`config.mk`:
```
export PLATFORM = sky130hd
export DESIGN_NAME = hcrc_ctrl
export DESIGN_NICKNAME = d
export VERILOG_FILES = /design/src/sv/hcrc_pkg.sv /design/src/sv/hcrc_ctrl.sv
export SDC_FILE = /design/constraint.sdc
export NUM_CORES = 1
export LEC_CHECK = 0
export BUFFER_PORTS_ARGS = -buffer_cell sky130_fd_sc_hd__buf_2
export CAP_MARGIN = 20
export CORE_AREA = 8 8 45 47
export DETAILED_ROUTE_END_ITERATION = 12
export DIE_AREA = 0 0 53 55
export PLACE_DENSITY = 0.42
export SLEW_MARGIN = 40
export SYNTH_ARGS = -nofsm -noshare
export SYNTH_HDL_FRONTEND = slang
export SYNTH_SLANG_ARGS = --single-unit
```
`constraint.sdc`:
```
create_clock -name clk -period 1.82 [get_ports clk]
set_input_delay 0.273 -clock clk [delete_from_list [all_inputs] [get_ports clk]]
set_output_delay 0.273 -clock clk [all_outputs]
set_load 0.03 [all_outputs]
```
`src/sv/hcrc_pkg.sv`:
```
// ----------------------------------------------------------------------------
// hcrc_pkg
// Shared types and constants of the hop-count route cache: item structs,
// status codes, configuration register indexes and the control/status
// bundles that join the controller and the datapath.
// ----------------------------------------------------------------------------
package hcrc_pkg;

  localparam logic KIND_LEARN  = 1'b0;
  localparam logic KIND_LOOKUP = 1'b1;

  localparam logic [3:0] ST_OWN       = 4'd0;
  localparam logic [3:0] ST_NEW       = 4'd1;
  localparam logic [3:0] ST_REPLACED  = 4'd2;
  localparam logic [3:0] ST_REFRESHED = 4'd3;
  localparam logic [3:0] ST_UNCHANGED = 4'd4;
  localparam logic [3:0] ST_FULL      = 4'd5;
  localparam logic [3:0] ST_NOROUTE   = 4'd6;
  localparam logic [3:0] ST_STALE     = 4'd7;
  localparam logic [3:0] ST_FOUND     = 4'd8;

  localparam logic CFG_OWN_IP   = 1'b0;
  localparam logic CFG_STALE_MS = 1'b1;

  localparam logic [31:0] OWN_IP_RESET   = 32'd0;
  localparam logic [31:0] STALE_MS_RESET = 32'd5000;

  typedef struct packed {
    logic        kind;
    logic [31:0] ip;
    logic [15:0] hop_cnt;
    logic [7:0]  if_index;
    logic [47:0] next_mac;
    logic        forced;
    logic        suppress_advert;
    logic [31:0] now_ms;
  } in_item_t;

  typedef struct packed {
    logic [3:0]  status;
    logic        advertise;
    logic [7:0]  out_if_index;
    logic [47:0] out_mac;
    logic [15:0] out_hop_cnt;
  } out_item_t;

  typedef struct packed {
    logic [31:0] ip;
    logic [7:0]  if_index;
    logic [47:0] mac;
    logic [15:0] hops;
    logic [31:0] stamp;
  } entry_t;

  // Controller to datapath.
  typedef struct packed {
    logic capture;   // latch the accepted item
    logic scan_clr;  // restart the scan pointer
    logic rd_en;     // read the entry under the scan pointer and advance
    logic decide;    // resolve the item, update the table, load the result
    logic hit;       // the last read entry matched the item's address
  } cmd_t;

  // Datapath to controller.
  typedef struct packed {
    logic ip_match;    // registered entry holds the item's address
    logic all_issued;  // every filled entry has been read
    logic out_busy;    // result register holds a result that is not taken
  } stat_t;

endpackage

```
`src/sv/hcrc_ctrl.sv`:
```
// ----------------------------------------------------------------------------
// hcrc_ctrl
// Controller of the route cache: accepts an item, sweeps the filled entries
// one read per cycle, stops on the first address match and then has the
// datapath resolve the item into the result register.
// ----------------------------------------------------------------------------
module hcrc_ctrl (
  input  logic            clk,
  input  logic            rst_n,
  input  logic            in_valid,
  output logic            in_ready,
  input  hcrc_pkg::stat_t stat,
  output hcrc_pkg::cmd_t  cmd
);

  typedef enum logic [1:0] {
    S_IDLE,
    S_SCAN,
    S_DECIDE
  } state_t;

  state_t state_r, state_nxt;
  logic   cmp_vld_r, cmp_vld_nxt;
  logic   hit_r, hit_nxt;
  logic   hit_now;

  // A compare is valid in the cycle after a read was issued.
  assign hit_now = cmp_vld_r && stat.ip_match;

  always_comb begin
    state_nxt   = state_r;
    cmp_vld_nxt = 1'b0;
    hit_nxt     = hit_r;
    cmd         = '0;
    cmd.hit     = hit_r;
    unique case (state_r)
      S_IDLE: begin
        cmd.capture  = in_valid;
        cmd.scan_clr = in_valid;
        if (in_valid) begin
          state_nxt = S_SCAN;
        end
      end
      S_SCAN: begin
        cmd.rd_en   = !hit_now && !stat.all_issued;
        cmp_vld_nxt = cmd.rd_en;
        priority if (hit_now) begin
          hit_nxt   = 1'b1;
          state_nxt = S_DECIDE;
        end else if (!cmp_vld_r && stat.all_issued) begin
          hit_nxt   = 1'b0;
          state_nxt = S_DECIDE;
        end else begin
          state_nxt = S_SCAN;
        end
      end
      S_DECIDE: begin
        cmd.decide = !stat.out_busy;
        if (!stat.out_busy) begin
          state_nxt = S_IDLE;
        end
      end
      default: state_nxt = S_IDLE;
    endcase
  end

  always_ff @(posedge clk) begin
    if (!rst_n) begin
      state_r   <= S_IDLE;
      cmp_vld_r <= 1'b0;
      hit_r     <= 1'b0;
    end else begin
      state_r   <= state_nxt;
      cmp_vld_r <= cmp_vld_nxt;
      hit_r     <= hit_nxt;
    end
  end

  assign in_ready = (state_r == S_IDLE);

  a_rd_in_range: assert property (@(posedge clk) disable iff (!rst_n)
    cmd.rd_en |-> !stat.all_issued)
    else $error("entry read issued past the fill count");

  a_capture_on_accept: assert property (@(posedge clk) disable iff (!rst_n)
    cmd.capture |-> in_ready)
    else $error("item captured outside an input transfer");

  a_no_compare_in_decide: assert property (@(posedge clk) disable iff (!rst_n)
    (state_r == S_DECIDE) |-> !cmp_vld_r)
    else $error("entry compare still pending while the item is resolved");

endmodule
```
# Word-level counts from Yosys, hierarchy flattened
# Index checks and enable logic that the tools add are counted.
dict set report totals {
  word_cells 28
  output_inout_bits 6
  ff_bits 4
}
dict set report classes {
  n_reduce_logical 11
  n_mux 10
  n_eq_ne 4
}
# operator n
set op_table {}
lappend op_table {{$mux 2} 5}
lappend op_table {{$pmux 2 s3} 1}
lappend op_table {{$logic_not 1->1} 4}
lappend op_table {{$mux 1} 4}
lappend op_table {{$ne 2x2->1 const B} 2}
lappend op_table {{$reduce_and 2->1} 2}
lappend op_table {{$logic_and 1x1->1} 3}
lappend op_table {{$eq 2x1->1 const B} 1}
lappend op_table {{$eq 2x2->1 const B} 1}
lappend op_table {{$logic_not 2->1} 1}
lappend op_table {{$reduce_bool 2->1} 1}

# Depth between registers and ports, before layout
dict set report depth {
  word_depth 5
  mapped_depth 3
}

# Worst setup path before layout
# Ideal clock, no wire load.
dict set report synth_path {
  path_type {register to output}
  startpoint {register state_r[1]}
  endpoint {output port cmd[4] in the netlist's numbering}
  path_stages_with_launch 4
  t_arrival_ns 1.387
  slack_ns 0.160
  n_path_buf 1
  path_cell_list {dfxtp_1 > nor2_1 > and2_1 > buf_4}
}
# element line
set synth_rtl {}
lappend synth_rtl {{from (decl)} hcrc_ctrl.sv:22} ;# state_t state_r, state_nxt;
lappend synth_rtl {{from (signal assigned)} hcrc_ctrl.sv:73} ;# state_r <= state_nxt;
lappend synth_rtl {{to (decl)} hcrc_ctrl.sv:13} ;# output hcrc_pkg::cmd_t cmd

==> summary.txt <==
Worst setup path
  – Worst reg2reg endpoint: state_r[0]
  – Reg-to-Reg Start: state_r[0]
  – Worst Setup End Kind: output port
  – CP required: 1.55 ns
  – Crit path kind: reg2out
  – Slowest-stage cell, CP: dfxtp_1
  – Crit path DAT: 1.17 ns
  – R2r worst-path depth: 2
  – CP Cell Sequence: nand2b_1, a211oi_1, buf_2
  – Worst-path fanout max: 6
  – Critical Path Max Stage Delay: 0.34 ns
  – Crit path launch type: flip-flop
  – Worst R2R Setup Slack: 0.90 ns

Detailed routing
  – DR WL met2: 212 µm
  – Routed via count: 217
  – Metal3 WL: 86 µm
  – WL final: 575 µm
  – DRT met1 WL: 276 µm
  – TritonRoute pass-1 iters: 4
  – Top Metal Used: met3
  – DRC Markers: 0
  – Detailed-route wire length per cell: 10.8 µm
  – Vias/cell: 4.09
  – Initial DRC count: 3
  – Routed Antenna Nets: 0

Finish
  – Register area: 80.1 µm²
  – N_diodes: 0
  – Area grow syn2layout: 31.4%
  – Final nets: 45
  – Area of the multi-input gates: 129 µm²
  – Most frequent cells in the layout: buf_2 (11), dfxtp_1 (4), clkbuf_4 (3)
  – # fillers: 155
  – Layout cell share with drive strength beyond 1: 43.2%
  – Commonest non-fill, non-tap cell in the layout: buf_2

Logic synthesis
  – Post-synthesis compound-gate area fraction: 23.0%
  – Synth Area in Simple Gates: 26.7%
  – Xor-xnor portion of the synthesized cell area: 0%
  – Post-Synth Adder-Cell Area: 0%
  – Synth Register Bits: 4
  – Mux contribution to synthesized area: 4.19%
  – Net count after synthesis: 32
  – Cells after synthesis: 26
  – Post-synthesis area per instance: 9.19 µm²
  – Synthesized area: 239 µm²
  – Cell variety after synth: 18
  – Register area share after synthesis: 33.5%
  – Largest family of logic cells by synthesized area: simple AND/OR/NAND/NOR gates
  – Yosys warns: 0

Power and ir drop
  – Net Switching: 80.1 µW
  – Combinational share of power: 22.7%
  – Switching share of power: 29.8%
  – Worst vdd ir: 0.371 mV
  – Tot Pwr: 269 µW
  – Register share of total power: 36.5%
  – Power per Cell Area: 856 nW/µm²
  – Internal Power: 189 µW
  – Clk network pwr share: 40.9%
  – Leakage power: 0.000132 µW

Clocking
  – Clk root buf: clkbuf_4
  – Number of buffers created by CTS: 3
  – H-tree depth: 1
  – Worst-skew pair later-pin latency: 0.23 ns
  – Post-CTS setup buffers: 0
  – # hold bufs at CTS: 0
  – Clock-pin slew on the worst setup and hold paths: 0.04 ns
  – CTS resizes: 0
  – Sink Count: 4
  – Deepest clock path buffer count: 2
  – CTS tree: done

Floorplan
  – Rows: 14
  – Die height: 55 µm
  – Die width: 53 µm
  – Full die area: 2920 µm²
  – Core area: 1380 µm²
  – Initial core utilization: 17.3%
  – I/O Pins: 12

Placement
  – PortBufs: 11
  – Routability cong.: 0.701

Timing
  – Fin crit share: 79.4%
  – Fmax: 692 MHz
  – Worst-Margin Slew: 0.281 ns
  – Final Skew: 0.00417 ns
  – Post-route setup TNS: 0 ns
  – Endpoints failing hold: 0
  – Minimum clock period: 1.44 ns
  – Setup repair after global routing missed its margin: no
  – Final number of max-transition violations: 0
  – Relative slew margins: 81.2%
  – Final setup vio count: 0

Global routing
  – Number of global-route vias before repair: 203
  – Total gr overflow: 0
  – Antenna violations before repair: 0
  – First-pass GRT wire length: 876 µm
  – Pin count of the biggest net entering global routing: 7
  – GRT Total Usage: 4.16%

Min path
  – Hold path depth: 2
  – HP Start: stat[1]
  – Hold path endpoint: cmp_vld_r
  – Worst Hold Class: in2reg

Run
  – Max-cap violations: 0

Status
  – Status: complete, no violations
[how the worst max path moves through the flow]
stage	from	to	slack, ns	cells past startpoint
finish	state_r[1]	cmd[2]	0.38	3
global route	state_r[0]	cmd[2]	0.32	3
CTS	state_r[1]	cmd[2]	0.38	3
detailed placement	state_r[1]	cmd[2]	0.65	3
global placement	state_r[1]	cmd[2]	0.63	3
floorplan	state_r[1]	cmd[4]	0.16	3
[registers in the layout, indices dropped and copies added (netlist names)]
signal,count
hit_r,1
state_r,2
cmp_vld_r,1
[power by group through the flow]
stage	clock (µW)	combinational [µW]	sequential (µW)
floorplan	0	46.3	97.8
finish	110	60.9	98.0
detailed placement	0	61.0	99.2
global route	126	65.1	98.6
CTS	115	61.3	97.8
global placement	0	61.1	99.6
[stage by stage]
step	utilization [%]	hold WS [ns]	instances	worst slack [ns]	instance area, µm²
final	22.7	0.254	53	0.376	314
after global routing	22.7	0.250	53	0.317	314
after CTS	22.7	0.245	53	0.382	314
after detailed placement	21.1	0.480	50	0.647	292
after global placement	21.1	0.470	50	0.635	292
after floorplan	-	0.356	26	0.160	239
[critical path: cells and delay by family (launching register included)]
family	cells	cell delay (ns)
flops	1	0.34
compound gates	1	0.18
buf+inv	1	0.23
simple gates	1	0.19
[kinds of logic after synthesis]
| family | count (synthesis) |
|---|---|
| buf+inv | 5 |
| mux | 1 |
| flops | 4 |
| compound gates | 6 |
| simple gates | 10 |
[cells in the mapped netlist]
| master | count | area, µm² |
|---|---|---|
| dfxtp_1 | 4 | 80.1 |
| buf_4 | 3 | 22.5 |
| inv_1 | 2 | 7.51 |
| nand2b_1 | 2 | 12.5 |
| nor2_1 | 2 | 7.51 |
| a2111oi_1 | 1 | 10.0 |
| a211oi_1 | 1 | 7.51 |
| a221oi_2 | 1 | 15.0 |
| a31o_1 | 1 | 8.76 |
| and2_1 | 1 | 6.26 |
| and2b_1 | 1 | 7.51 |
| and4bb_2 | 1 | 12.5 |
| mux2i_1 | 1 | 10.0 |
| nand2_1 | 1 | 3.75 |
| nand3b_1 | 1 | 7.51 |
| nor2b_1 | 1 | 6.26 |
| o21ai_0 | 1 | 5.00 |
| o32ai_1 | 1 | 8.76 |
[routing by layer]
metal | vias to the layer above | global-route usage (%)
li1 | 114 | -
met1 | 94 | 5.02
met2 | 9 | 4.69
met3 | 0 | 5.08
met4 | 0 | 0
met5 | - | 0
[cell type report]
class                      instances  area share (%)
multi-input combinational         17            41.0
clock buffer                       3            7.17
timing repair buffer              11            17.5
sequential                         4            25.5
inverter                           2            2.39
tap                               16            6.37
(Power assumes the default switching activity.)
